File: config.mk
export PLATFORM = sky130hd
export DESIGN_NAME = mains_relay_undervolt_autopower
export DESIGN_NICKNAME = d
export VERILOG_FILES = /design/src/hdl/mrua_pkg.sv /design/src/hdl/mrua_ctrl.sv /design/src/hdl/mains_relay_undervolt_autopower.sv
export SDC_FILE = /design/constraint.sdc
export NUM_CORES = 1
export LEC_CHECK = 0
export ABC_AREA = 1
export ABC_CLOCK_PERIOD_IN_PS = 8800
export BUFFER_PORTS_ARGS = -buffer_cell sky130_fd_sc_hd__buf_2
export CORE_UTILIZATION = 35
export CTS_CLUSTER_SIZE = 12
export DETAILED_ROUTE_END_ITERATION = 6
export PLACE_DENSITY = 0.61
export SYNTH_ARGS = -nofsm -noshare
export SYNTH_HDL_FRONTEND = slang
export SYNTH_SLANG_ARGS = --single-unit
File: constraint.sdc
create_clock -name i_clk -period 8.8 [get_ports i_clk]
set_clock_uncertainty 0.1 [all_clocks]
set_input_delay 0.88 -clock i_clk [delete_from_list [all_inputs] [get_ports i_clk]]
set_output_delay 0.88 -clock i_clk [all_outputs]
set_load 0.1 [all_outputs]
File: src/hdl/mrua_pkg.sv
// ----------------------------------------------------------------------------
// mrua_pkg: shared types and constants for the mains relay controller
// Configuration layout, item and result records, reset values.
// ----------------------------------------------------------------------------
package mrua_pkg;

    // Item kinds (carried on tuser)
    localparam logic OP_TICK    = 1'b0;
    localparam logic OP_REQUEST = 1'b1;

    // Configuration register indexes
    localparam int CFG_IDX_W = 3;
    localparam logic [CFG_IDX_W-1:0] REG_FORCE_OFF     = 3'd0;
    localparam logic [CFG_IDX_W-1:0] REG_GUARD_ENABLE  = 3'd1;
    localparam logic [CFG_IDX_W-1:0] REG_CUTOFF_MV     = 3'd2;
    localparam logic [CFG_IDX_W-1:0] REG_RECOVERY_MV   = 3'd3;
    localparam logic [CFG_IDX_W-1:0] REG_PC_ENABLE     = 3'd4;
    localparam logic [CFG_IDX_W-1:0] REG_DEBOUNCE      = 3'd5;
    localparam logic [CFG_IDX_W-1:0] REG_GRACE         = 3'd6;

    localparam int CFG_DATA_W = 16;
    localparam int IN_DATA_W  = 24;
    localparam int OUT_DATA_W = 8;

    // Configuration reset values
    localparam logic [15:0] RST_CUTOFF_MV   = 16'd20000;
    localparam logic [15:0] RST_RECOVERY_MV = 16'd22000;
    localparam logic [15:0] RST_DEBOUNCE    = 16'd50;
    localparam logic [15:0] RST_GRACE       = 16'd3000;

    typedef struct packed {
        logic        force_off;
        logic        guard_enable;
        logic [15:0] cutoff_mv;
        logic [15:0] recovery_mv;
        logic        pc_enable;
        logic [15:0] debounce_ticks;
        logic [15:0] grace_ticks;
    } t_cfg;

    typedef struct packed {
        logic        opcode;
        logic        relay_request;
        logic [15:0] supply_mv;
        logic        pc_detect;
        logic        ota_active;
    } t_item;

    typedef struct packed {
        logic relay_on;
        logic relay_requested;
        logic undervolt_cut;
        logic pc_present;
    } t_result;

endpackage

File: src/hdl/mrua_ctrl.sv
// ----------------------------------------------------------------------------
// mrua_ctrl: relay control state and per-item update
// Holds the millisecond clock, relay, undervolt and PC-detect state and
// applies one item per step.
// ----------------------------------------------------------------------------
module mrua_ctrl (
    input  logic            i_clk,
    input  logic            i_rst_n,
    input  logic            i_step,
    input  mrua_pkg::t_item i_item,
    input  mrua_pkg::t_cfg  i_cfg,
    output mrua_pkg::t_result o_res
);

    logic [31:0] r_time,      n_time;
    logic        r_relay,     n_relay;
    logic        r_req,       n_req;
    logic        r_cut,       n_cut;
    logic        r_pc_last,   n_pc_last;
    logic        r_pc_stable, n_pc_stable;
    logic [31:0] r_raw_chg,   n_raw_chg;
    logic [31:0] r_grace_end, n_grace_end;
    logic [31:0] r_off_due,   n_off_due;

    // Next state for one item
    always_comb begin
        logic [31:0] t_plus_grace;
        logic [31:0] elapsed;
        logic        pc_hold;
        n_time      = r_time;
        n_relay     = r_relay;
        n_req       = r_req;
        n_cut       = r_cut;
        n_pc_last   = r_pc_last;
        n_pc_stable = r_pc_stable;
        n_raw_chg   = r_raw_chg;
        n_grace_end = r_grace_end;
        n_off_due   = r_off_due;
        pc_hold     = !i_cfg.pc_enable || i_item.ota_active || i_cfg.force_off;
        elapsed     = '0;

        if (i_item.opcode == mrua_pkg::OP_REQUEST) begin
            // software request
            t_plus_grace = r_time + {16'd0, i_cfg.grace_ticks};
            n_req   = i_item.relay_request;
            n_relay = i_item.relay_request && !i_cfg.force_off;
            if (!n_relay)
                n_cut = 1'b0;
            if (n_relay && i_cfg.pc_enable)
                n_grace_end = t_plus_grace;
        end else begin
            n_time       = r_time + 32'd1;
            t_plus_grace = n_time + {16'd0, i_cfg.grace_ticks};

            // undervolt guard with hysteresis
            if (!i_cfg.guard_enable) begin
                n_cut   = 1'b0;
                n_relay = r_req && !i_cfg.force_off;
            end else if (!r_req) begin
                n_cut   = 1'b0;
                n_relay = 1'b0;
            end else begin
                if (!r_cut && r_relay && (i_item.supply_mv != 16'd0)
                    && (i_item.supply_mv < i_cfg.cutoff_mv)) begin
                    n_cut   = 1'b1;
                    n_relay = 1'b0;
                end
                if (n_cut && (i_item.supply_mv >= i_cfg.recovery_mv)) begin
                    n_cut   = 1'b0;
                    n_relay = !i_cfg.force_off;
                end
            end

            // PC-detect debounce and grace-period power off
            if (pc_hold) begin
                n_off_due = '0;
            end else begin
                if (i_item.pc_detect != r_pc_last) begin
                    n_pc_last = i_item.pc_detect;
                    n_raw_chg = n_time;
                end
                elapsed = n_time - n_raw_chg;
                if ((elapsed >= {16'd0, i_cfg.debounce_ticks})
                    && (i_item.pc_detect != r_pc_stable)) begin
                    n_pc_stable = i_item.pc_detect;
                    if (i_item.pc_detect) begin
                        // safe mode is off here, so the relay comes on
                        n_grace_end = t_plus_grace;
                        n_req       = 1'b1;
                        n_relay     = 1'b1;
                    end else begin
                        n_off_due = t_plus_grace;
                    end
                end
                if (!n_pc_stable && (n_off_due != 32'd0) && (n_time >= n_off_due)
                    && (n_time >= n_grace_end)) begin
                    n_req     = 1'b0;
                    n_relay   = 1'b0;
                    n_cut     = 1'b0;
                    n_off_due = '0;
                end
            end
        end

        if (i_cfg.force_off)
            n_relay = 1'b0;
    end

    assign o_res.relay_on        = n_relay && !i_cfg.force_off;
    assign o_res.relay_requested = n_req;
    assign o_res.undervolt_cut   = n_cut;
    assign o_res.pc_present      = n_pc_stable;

    // State registers
    always_ff @(posedge i_clk) begin
        if (!i_rst_n) begin
            r_time      <= '0;
            r_relay     <= 1'b0;
            r_req       <= 1'b0;
            r_cut       <= 1'b0;
            r_pc_last   <= 1'b0;
            r_pc_stable <= 1'b0;
            r_raw_chg   <= '0;
            r_grace_end <= '0;
            r_off_due   <= '0;
        end else if (i_step) begin
            r_time      <= n_time;
            r_relay     <= n_relay;
            r_req       <= n_req;
            r_cut       <= n_cut;
            r_pc_last   <= n_pc_last;
            r_pc_stable <= n_pc_stable;
            r_raw_chg   <= n_raw_chg;
            r_grace_end <= n_grace_end;
            r_off_due   <= n_off_due;
        end
    end

    // Safe mode never leaves the relay driven
    a_safe_off: assert property (@(posedge i_clk) disable iff (!i_rst_n)
        (i_step && i_cfg.force_off) |=> !r_relay)
        else $error("relay driven in safe mode");

    // Undervolt cut only stands while a request is active
    a_cut_needs_req: assert property (@(posedge i_clk) disable iff (!i_rst_n)
        i_step |=> (!r_cut || r_req))
        else $error("undervolt cut without request");

    // Suspended PC logic cancels any pending off
    a_off_cancel: assert property (@(posedge i_clk) disable iff (!i_rst_n)
        (i_step && (i_item.opcode == mrua_pkg::OP_TICK)
         && (!i_cfg.pc_enable || i_item.ota_active || i_cfg.force_off))
        |=> (r_off_due == 32'd0))
        else $error("pending off not cancelled");

endmodule

File: src/hdl/mains_relay_undervolt_autopower.sv
// An accepted item waits in the input register and steps into the result
// register when the result slot is free: one item per cycle while the result
// side does not stall. The two registers form a two-stage pipe; the state
// update is combinational. Reset (synchronous, active low) clears all state,
// empties both stages and loads the configuration defaults.
// ----------------------------------------------------------------------------
// mains_relay_undervolt_autopower: mains relay controller
// Undervolt cut with hysteresis and debounced PC-detect auto power,
// streaming item in and result out, plain register write port.
// ----------------------------------------------------------------------------
module mains_relay_undervolt_autopower (
    input  logic        i_clk,
    input  logic        i_rst_n,
    // config write port
    input  logic                              i_cfg_wr_en,
    input  logic [mrua_pkg::CFG_IDX_W-1:0]    i_cfg_index,
    input  logic [mrua_pkg::CFG_DATA_W-1:0]   i_cfg_wdata,
    // item in
    input  logic                              i_s_tvalid,
    output logic                              o_s_tready,
    // [0] relay_request, [16:1] supply_mv, [17] pc_detect, [18] ota_active
    input  logic [mrua_pkg::IN_DATA_W-1:0]    i_s_tdata,
    // [0] opcode
    input  logic                              i_s_tuser,
    // result out
    output logic                              o_m_tvalid,
    input  logic                              i_m_tready,
    // [0] relay_on, [1] relay_requested, [2] undervolt_cut, [3] pc_present
    output logic [mrua_pkg::OUT_DATA_W-1:0]   o_m_tdata
);

    mrua_pkg::t_cfg    r_cfg;
    mrua_pkg::t_item   r_item;
    mrua_pkg::t_result w_res;
    mrua_pkg::t_result r_res;
    logic              r_in_valid;
    logic              r_out_valid;
    logic              w_step;

    // Configuration registers
    always_ff @(posedge i_clk) begin
        if (!i_rst_n) begin
            r_cfg.force_off      <= 1'b0;
            r_cfg.guard_enable   <= 1'b1;
            r_cfg.cutoff_mv      <= mrua_pkg::RST_CUTOFF_MV;
            r_cfg.recovery_mv    <= mrua_pkg::RST_RECOVERY_MV;
            r_cfg.pc_enable      <= 1'b1;
            r_cfg.debounce_ticks <= mrua_pkg::RST_DEBOUNCE;
            r_cfg.grace_ticks    <= mrua_pkg::RST_GRACE;
        end else if (i_cfg_wr_en) begin
            case (i_cfg_index)
                mrua_pkg::REG_FORCE_OFF:    r_cfg.force_off      <= i_cfg_wdata[0];
                mrua_pkg::REG_GUARD_ENABLE: r_cfg.guard_enable   <= i_cfg_wdata[0];
                mrua_pkg::REG_CUTOFF_MV:    r_cfg.cutoff_mv      <= i_cfg_wdata;
                mrua_pkg::REG_RECOVERY_MV:  r_cfg.recovery_mv    <= i_cfg_wdata;
                mrua_pkg::REG_PC_ENABLE:    r_cfg.pc_enable      <= i_cfg_wdata[0];
                mrua_pkg::REG_DEBOUNCE:     r_cfg.debounce_ticks <= i_cfg_wdata;
                mrua_pkg::REG_GRACE:        r_cfg.grace_ticks    <= i_cfg_wdata;
                default: ;
            endcase
        end
    end

    // Pipe control: the held item steps when the result slot is free
    assign w_step     = r_in_valid && (!r_out_valid || i_m_tready);
    assign o_s_tready = !r_in_valid || w_step;

    // Input register
    always_ff @(posedge i_clk) begin
        if (!i_rst_n) begin
            r_in_valid <= 1'b0;
        end else if (o_s_tready) begin
            r_in_valid <= i_s_tvalid;
        end
    end

    always_ff @(posedge i_clk) begin
        if (i_s_tvalid && o_s_tready) begin
            r_item.opcode        <= i_s_tuser;
            r_item.relay_request <= i_s_tdata[0];
            r_item.supply_mv     <= i_s_tdata[16:1];
            r_item.pc_detect     <= i_s_tdata[17];
            r_item.ota_active    <= i_s_tdata[18];
        end
    end

    mrua_ctrl u_ctrl (
        .i_clk   (i_clk),
        .i_rst_n (i_rst_n),
        .i_step  (w_step),
        .i_item  (r_item),
        .i_cfg   (r_cfg),
        .o_res   (w_res)
    );

    // Result register
    always_ff @(posedge i_clk) begin
        if (!i_rst_n) begin
            r_out_valid <= 1'b0;
        end else if (w_step) begin
            r_out_valid <= 1'b1;
        end else if (i_m_tready) begin
            r_out_valid <= 1'b0;
        end
    end

    always_ff @(posedge i_clk) begin
        if (w_step)
            r_res <= w_res;
    end

    assign o_m_tvalid = r_out_valid;
    assign o_m_tdata  = {4'd0, r_res.pc_present, r_res.undervolt_cut,
                         r_res.relay_requested, r_res.relay_on};

    // A held item always reaches the empty result slot next cycle
    a_fill: assert property (@(posedge i_clk) disable iff (!i_rst_n)
        (r_in_valid && !r_out_valid) |=> r_out_valid)
        else $error("held item did not advance");

    // A stalled result with a waiting item keeps the input stage full
    a_hold: assert property (@(posedge i_clk) disable iff (!i_rst_n)
        (r_in_valid && r_out_valid && !i_m_tready) |=> r_in_valid)
        else $error("item lost under stall");

    // Safe mode never shows the relay on
    a_safe_out: assert property (@(posedge i_clk) disable iff (!i_rst_n)
        (w_step && r_cfg.force_off) |=> !r_res.relay_on)
        else $error("relay on in safe mode");

endmodule

# [Word-level counts from Yosys, hierarchy flattened]
# Cells that the tools add are included.
[word_totals] ff_bits=226 mem_bits_rw=0 rom_bits=0 elab_cells=136 mem_count=0 inputBits=49 latchBits=0 output_inout_bits=10
[classes] multipliers=0 n_lt_le_gt_ge=5 mux=49 reduce_logical=39 bitwise=2 eq_ne=10 div_mod_pow=0 shifts=0 addsub=4
[ops] cell="$mux W32" n=16
[ops] cell="$add A32 B16 Y32" n=2
[ops] cell="$ge A32 B32 Y1" n=2
[ops] cell="$mux W1" n=33
[ops] cell="$add A32 B1 Y32 const B" n=1
[ops] cell="$ge A32 B16 Y1" n=1
[ops] cell="$reduce_bool A32 Y1" n=1
[ops] cell="$sub A32 B32 Y32" n=1
[ops] cell="$ge A16 B16 Y1" n=1
[ops] cell="$lt A16 B16 Y1" n=1
[ops] cell="$reduce_and A2 Y1" n=8
[ops] cell="$reduce_bool A16 Y1" n=1
[ops] cell="$logic_and A1 B1 Y1" n=14
[ops] cell="$eq A3 B3 Y1 const B" n=3
[ops] cell="$eq A3 B2 Y1 const B" n=2
[ops] cell="$logic_not A1 Y1" n=6
[ops] cell="$reduce_and A3 Y1" n=2
[ops] cell="$logic_or A1 B1 Y1" n=4
[ops] cell="$reduce_and A4 Y1" n=1
[ops] cell="$eq A3 B1 Y1 const B" n=1
[ops] cell="$logic_not A3 Y1" n=1
[ops] cell="$ne A1 B1 Y1" n=2
[ops] cell="$ne A2 B1 Y1 const B" n=1
[ops] cell="$ne A2 B2 Y1 const B" n=1
[ops] cell="2 further kinds" n=3

# [Depth between registers and ports, before layout]
[logic_depth] ltp_word=20 depth_mapped=65 depth_no_buf=62

# [Modules after synthesis]
# From an unflattened synthesis, not the netlist that was laid out.
[unflattened] cells_unflattened=2897 area_unflattened_um2=18213.7
[by_module_without_submodules] mod="mrua_ctrl" seq_area_each_um2=2662.6 instances=1 area_per_inst_um2=14757.9 cells_each=2488
[by_module_without_submodules] mod="mains_relay_undervolt_autopower" seq_area_each_um2=2102.0 instances=1 area_per_inst_um2=3455.8 cells_each=409

# [Worst setup path before layout]
# No wires, ideal clock.
[synth_path] kind="reg2reg" start="register r_item[1] (netlist name)" end="register u_ctrl.r_off_due[15]" synth_period_minus_slack_ns=7.275 t_arrival_ns=7.109 required_time_ns=8.635 setup_slack_ns=1.525 stages_incl_launch_ff=61 path_buffers=5 cell_sequence="edfxtp_1 > inv_1 > nand2_1 > nand2_1 > buf_2 > buf_1 > buf_1 > nand2_1 > o21ai_0 > inv_1 > fa_1 > o21ai_0 > nand2_1 > nand2_1 > nand3_1 > nand3_1 > nand3b_1 > nand2_1 > [25 not listed] > o21ai_0 > o211ai_1 > nand3_1 > nand2_1 > o21ai_0 > inv_1 > nand2_1 > nand2_1 > nand2_1 > nand2_1 > nand2_1 > nand2_1 > nand2_1 > a21oi_2 > nand2_4 > nand2_2 > o21a_1 > nor2_1"
[synth_via] elab_chain_len=16 word_cells_on_any_way=28 classes_between="add/sub: 1; order compare: 3; eq/ne: 2; mux: 16; reduce/logical: 6"
[synth_rtl] item="start: declaration" line_no="mains_relay_undervolt_autopower.sv:33" source="mrua_pkg::t_item r_item;"
[synth_rtl] item="branches (longest 14 deep; another with $sub A32 B32 Y32)"
[synth_rtl] item="$mux W32 (*)" line_no="mrua_ctrl.sv:95" source="if (!n_pc_stable && (n_off_due != 32'd0) && (n_time >= n_off_due)"
[synth_rtl] item="$mux W32 (*)" line_no="mrua_ctrl.sv:75" source="if (pc_hold) begin"
[synth_rtl] item="end signal: assignment" line_no="mrua_ctrl.sv:135" source="r_off_due <= n_off_due;"
[synth_rtl] item="end: declaration" line_no="mrua_ctrl.sv:23" source="logic [31:0] r_off_due, n_off_due;"
# Every way passes the cells marked *. The select of a mux whose other input is x is not followed.
# A chain may end at the register's enable or synchronous reset.

# [Final worst setup path]
[layout_path] start="register u_ctrl.r_time[0]" end="register r_res (netlist bit o_m_tdata[0]), data pin"
[layout_via] elab_chain_len=19 word_cells_on_any_way=32 classes_between="add/sub: 3; order compare: 3; mux: 19; reduce/logical: 7"
[layout_rtl] item="start: declaration" line_no="mrua_ctrl.sv:15" source="logic [31:0] r_time, n_time;"
[layout_rtl] item="start signal: assignment" line_no="mrua_ctrl.sv:127" source="r_time <= n_time;"
[layout_rtl] item="$add A32 B1 Y32 (*)" line_no="mrua_ctrl.sv:52" source="n_time = r_time + 32'd1;"
[layout_rtl] item="branches (longest 13 deep; another with $sub A32 B32 Y32)"
[layout_rtl] item="$mux W1 (*)" line_no="mrua_ctrl.sv:95"
[layout_rtl] item="$mux W1 (*)" line_no="mrua_ctrl.sv:75"
[layout_rtl] item="$mux W1 (*)" line_no="mrua_ctrl.sv:42" source="if (i_item.opcode == mrua_pkg::OP_REQUEST) begin"
[layout_rtl] item="$mux W1 (*)" line_no="mrua_ctrl.sv:105" source="if (i_cfg.force_off)"
[layout_rtl] item="named net u_ctrl.n_relay" line_no="mrua_ctrl.sv:16" source="logic r_relay, n_relay;"
[layout_rtl] item="$logic_and A1 B1 Y1 (*)" line_no="mrua_ctrl.sv:109" source="assign o_res.relay_on = n_relay && !i_cfg.force_off;"
[layout_rtl] item="end signal: assignment" line_no="mains_relay_undervolt_autopower.sv:109" source="r_res <= w_res;"
[layout_rtl] item="end: declaration" line_no="mains_relay_undervolt_autopower.sv:35" source="mrua_pkg::t_result r_res;"
# Mark *: on every way through the listed nets, which the timed path passes. The select of a mux whose other input is x is not followed.

==> out/results.ini <==
[min_path]
worstHoldStart=i_s_tdata[5]
class_of_the_tightest_hold_or_removal_check=in -> reg
worst_hold_path.num_cells=1

[power_and_ir_drop]
total_leakage_power_nw=9.26
power.total_mw=3.08
peakVddDrop_mv=0.163
power.clock.fraction=0.375
net-switching-power_mw=1.08
p_sw_frac=0.349
internal_power_mw=2.00
share_seq_of_total_power=0.362
power.combinational.fraction=0.264
power_density_cells_nw_per_um2=159

[logic_synthesis]
synth.ff_latch_count=226
synth.avg_cell_area_sq_um=6.44
netlist.top_cell.by_area=sky130_fd_sc_hd__dfxtp_1
synth_top_cells_by_area=sky130_fd_sc_hd__dfxtp_1, sky130_fd_sc_hd__nand2_1, sky130_fd_sc_hd__ha_1
netlist_area_sq_um=17600
register_area_share_after_synthesis=0.271
syn_inst=2733
yosys_most_used_dff=sky130_fd_sc_hd__dfxtp_1
synth_edf_count=24
ys_types=55
post-synth-top-area-fraction=0.230
synth_async_sr_flop_share=0
number_of_warnings_reported_in_the_yosys_synthesis_log=0

[layout]
layout_commonest_cell=sky130_fd_sc_hd__nand2_1
drive_gt1_frac=0.0788
layout-area-overhead-vs-synth_pct=10.1
utilization=0.394
count_of_non_filler_cells_in_the_finished_layout=3430
final_net_count=2931
antenna_diode_instance_count=0
final_cell_mix=sky130_fd_sc_hd__nand2_1, sky130_fd_sc_hd__inv_1, sky130_fd_sc_hd__nor2_1, sky130_fd_sc_hd__a21oi_1, sky130_fd_sc_hd__o21ai_0
postLayoutCellArea_sq_um=19400

[cts]
clk_lat_worst_skew_ns=0.59
tritoncts=built
cts_inserted_buffers=29
root_driver=sky130_fd_sc_hd__clkbuf_16
holdBufCountCts=0
cts_max_level=1
clkSinkCount=226
cts_buffer_depth=3
cts.reportedPaths.clkPinSlew_ns=0.06

[detailed_routing]
total_wirelength_microns=54500
wire_per_inst_microns=15.9
dr.pass1.iters=7
route.vias.total=17900
drc=1
viasPerCell=5.22
final_antenna_net_count=0
drt_first_iter_violations=1462

[global_routing]
globalRoute.totalOverflow=0
grtUsageTotal=0.212
grt_max_degree=74
antenna_found_initial=0
first_pass_grt_wire_length_microns=86700
vias_in_the_first_global_route=17000

[floorplanning]
fp-row-count=81
die_w_microns=226
fp.dieArea_sq_um=51200
die_height_microns=226
number_of_ports_placed_on_the_die_boundary=59
start_util=0.357
core-area_sq_um=49300

[timing]
period_needed_ns=7.96
slew_headroom=0.328
rsz0062_at_grt=no
finalHoldViolations=0
worst_pin_slew_ns=1.00
final_setup_tns_ns=0
setup_viol_count_final=0
fmax_mhz=126
min_period_over_period=0.904
number_of_max_slew_violations_in_the_final_report=0

[setup_path]
critical_path.slowest_cell=sky130_fd_sc_hd__buf_4
startpoint=u_ctrl.r_time[0]
arrival_ns=8.21
critPathKind=reg -> reg
worst_path_required_time_ns=9.05
startpoint_type=flop
cpLargestDelayFamily=simple AND/OR/NAND/NOR gates
critical_path.n_buffers_inverters=10
critPathCaptureType=flop
critical_path_depth_in_cells=49
worst_r2r_startpoint=u_ctrl.r_time[0]
cpPeakStageDelay_ns=0.43
r2r_cells=49
critPathMaxFanout=44
critical-path-top-cell-by-count=sky130_fd_sc_hd__nand2_1

[place]
gpl.final_weighted_congestion=0.942
dp_hpwl_microns=41300
io_buffers=49
place_area_sq_um=18500
dp.cells=3376

[run_status]
violations_in_the_final_reports=design-rule violations
outcome=finished, violations left

[run]
max_cap_viol_count=0

[per-stage QoR]
stage,setup slack (ns),hold WS (ns)
floorplan,1.53,0.335
global placement,0.661,0.350
detailed placement,0.664,0.354
CTS,0.600,0.319
global route,0.0299,0.339
finish,0.844,0.358
[power groups by stage]
stage	Sequential, mW	Clock [mW]	Combinational (mW)
after floorplan	1.13	0	0.589
after global placement	1.13	0	0.781
after detailed placement	1.13	0	0.798
after CTS	1.11	1.19	0.803
after global routing	1.12	1.22	0.921
final	1.11	1.15	0.811
[kinds of logic (layout without fill, tap and decap cells)]
group,Yosys count,count (layout),synth area share
DFF,226,226,0.271
buffers and inverters,477,507,0.105
and+or+nand+nor,1173,1173,0.279
other,1,4,0.000213
xor gates and xnor gates,73,73,0.0363
adders and majority gates,138,138,0.0994
AOI/OAI and AO/OA,645,645,0.209
[cell usage after synthesis (4+ instances only)]
cell,n
sky130_fd_sc_hd__buf_4,7
sky130_fd_sc_hd__a21boi_0,4
sky130_fd_sc_hd__nand3_2,4
sky130_fd_sc_hd__a211oi_1,6
sky130_fd_sc_hd__inv_2,19
sky130_fd_sc_hd__dfxtp_1,202
sky130_fd_sc_hd__nor3_1,18
sky130_fd_sc_hd__o21bai_1,10
sky130_fd_sc_hd__o21a_1,10
sky130_fd_sc_hd__nand2_2,22
sky130_fd_sc_hd__a22oi_1,22
sky130_fd_sc_hd__clkbuf_1,64
sky130_fd_sc_hd__a31oi_1,8
sky130_fd_sc_hd__nor2_1,284
sky130_fd_sc_hd__o221ai_1,5
sky130_fd_sc_hd__nand3b_1,4
sky130_fd_sc_hd__xnor2_1,9
sky130_fd_sc_hd__buf_1,15
sky130_fd_sc_hd__nor2_2,10
sky130_fd_sc_hd__a21oi_1,228
sky130_fd_sc_hd__inv_1,358
sky130_fd_sc_hd__a21o_1,5
sky130_fd_sc_hd__nand4_1,40
sky130_fd_sc_hd__o21ai_2,25
sky130_fd_sc_hd__o21ai_1,29
sky130_fd_sc_hd__nor4_1,7
sky130_fd_sc_hd__nor2_4,4
sky130_fd_sc_hd__buf_2,8
sky130_fd_sc_hd__buf_6,4
sky130_fd_sc_hd__nand2_1,633
sky130_fd_sc_hd__ha_1,135
sky130_fd_sc_hd__o211ai_1,48
sky130_fd_sc_hd__nand3_1,139
sky130_fd_sc_hd__o21ai_0,231
sky130_fd_sc_hd__edfxtp_1,24
sky130_fd_sc_hd__xor2_1,64
[layer usage]
| layer | vias to the layer above | track usage | wire length, microns |
|---|---|---|---|
| li1 | 9027 | - | - |
| met1 | 8284 | 0.273 | 24300 |
| met2 | 496 | 0.366 | 25500 |
| met3 | 109 | 0.0207 | 2780 |
| met4 | 0 | 0.0765 | 1870 |
| met5 | - | 0 | 0 |
[flip-flops by register name, summed over array words and instances (netlist names)]
signal and cells:
o_m_tdata 4, o_m_tvalid 1, r_cfg 67, r_in_valid 1, r_item 20, u_ctrl.r_cut 1, u_ctrl.r_grace_end 32, u_ctrl.r_off_due 32
u_ctrl.r_pc_last 1, u_ctrl.r_pc_stable 1, u_ctrl.r_raw_chg 32, u_ctrl.r_relay 1, u_ctrl.r_req 1, u_ctrl.r_time 32
[worst paths after layout]
path                                end  slack, ns
setup / recovery           o_m_tdata[0]       0.84
hold / removal                r_item[6]       0.36
setup reg to reg           o_m_tdata[0]       0.84
hold reg to reg   u_ctrl.r_grace_end[9]       0.36
[area by class of cell]
cell class,count,area (sq um)
fillers,5277,29900
inverters,379,1420
flip-flops and latches,226,4760
clock inverters,12,101
repair buffers,75,444
well taps,664,831
multi-input cells,2033,11000
clock buffers,41,791
[repair_timing]
| item | in CTS | in global routing |
|---|---|---|
| endpoints found under the setup margin | 0 | 38 |
| buffers inserted | 0 | 1 |
| resized for setup | 0 | 9 |
No activity file was read; power rests on OpenSTA's default activity.
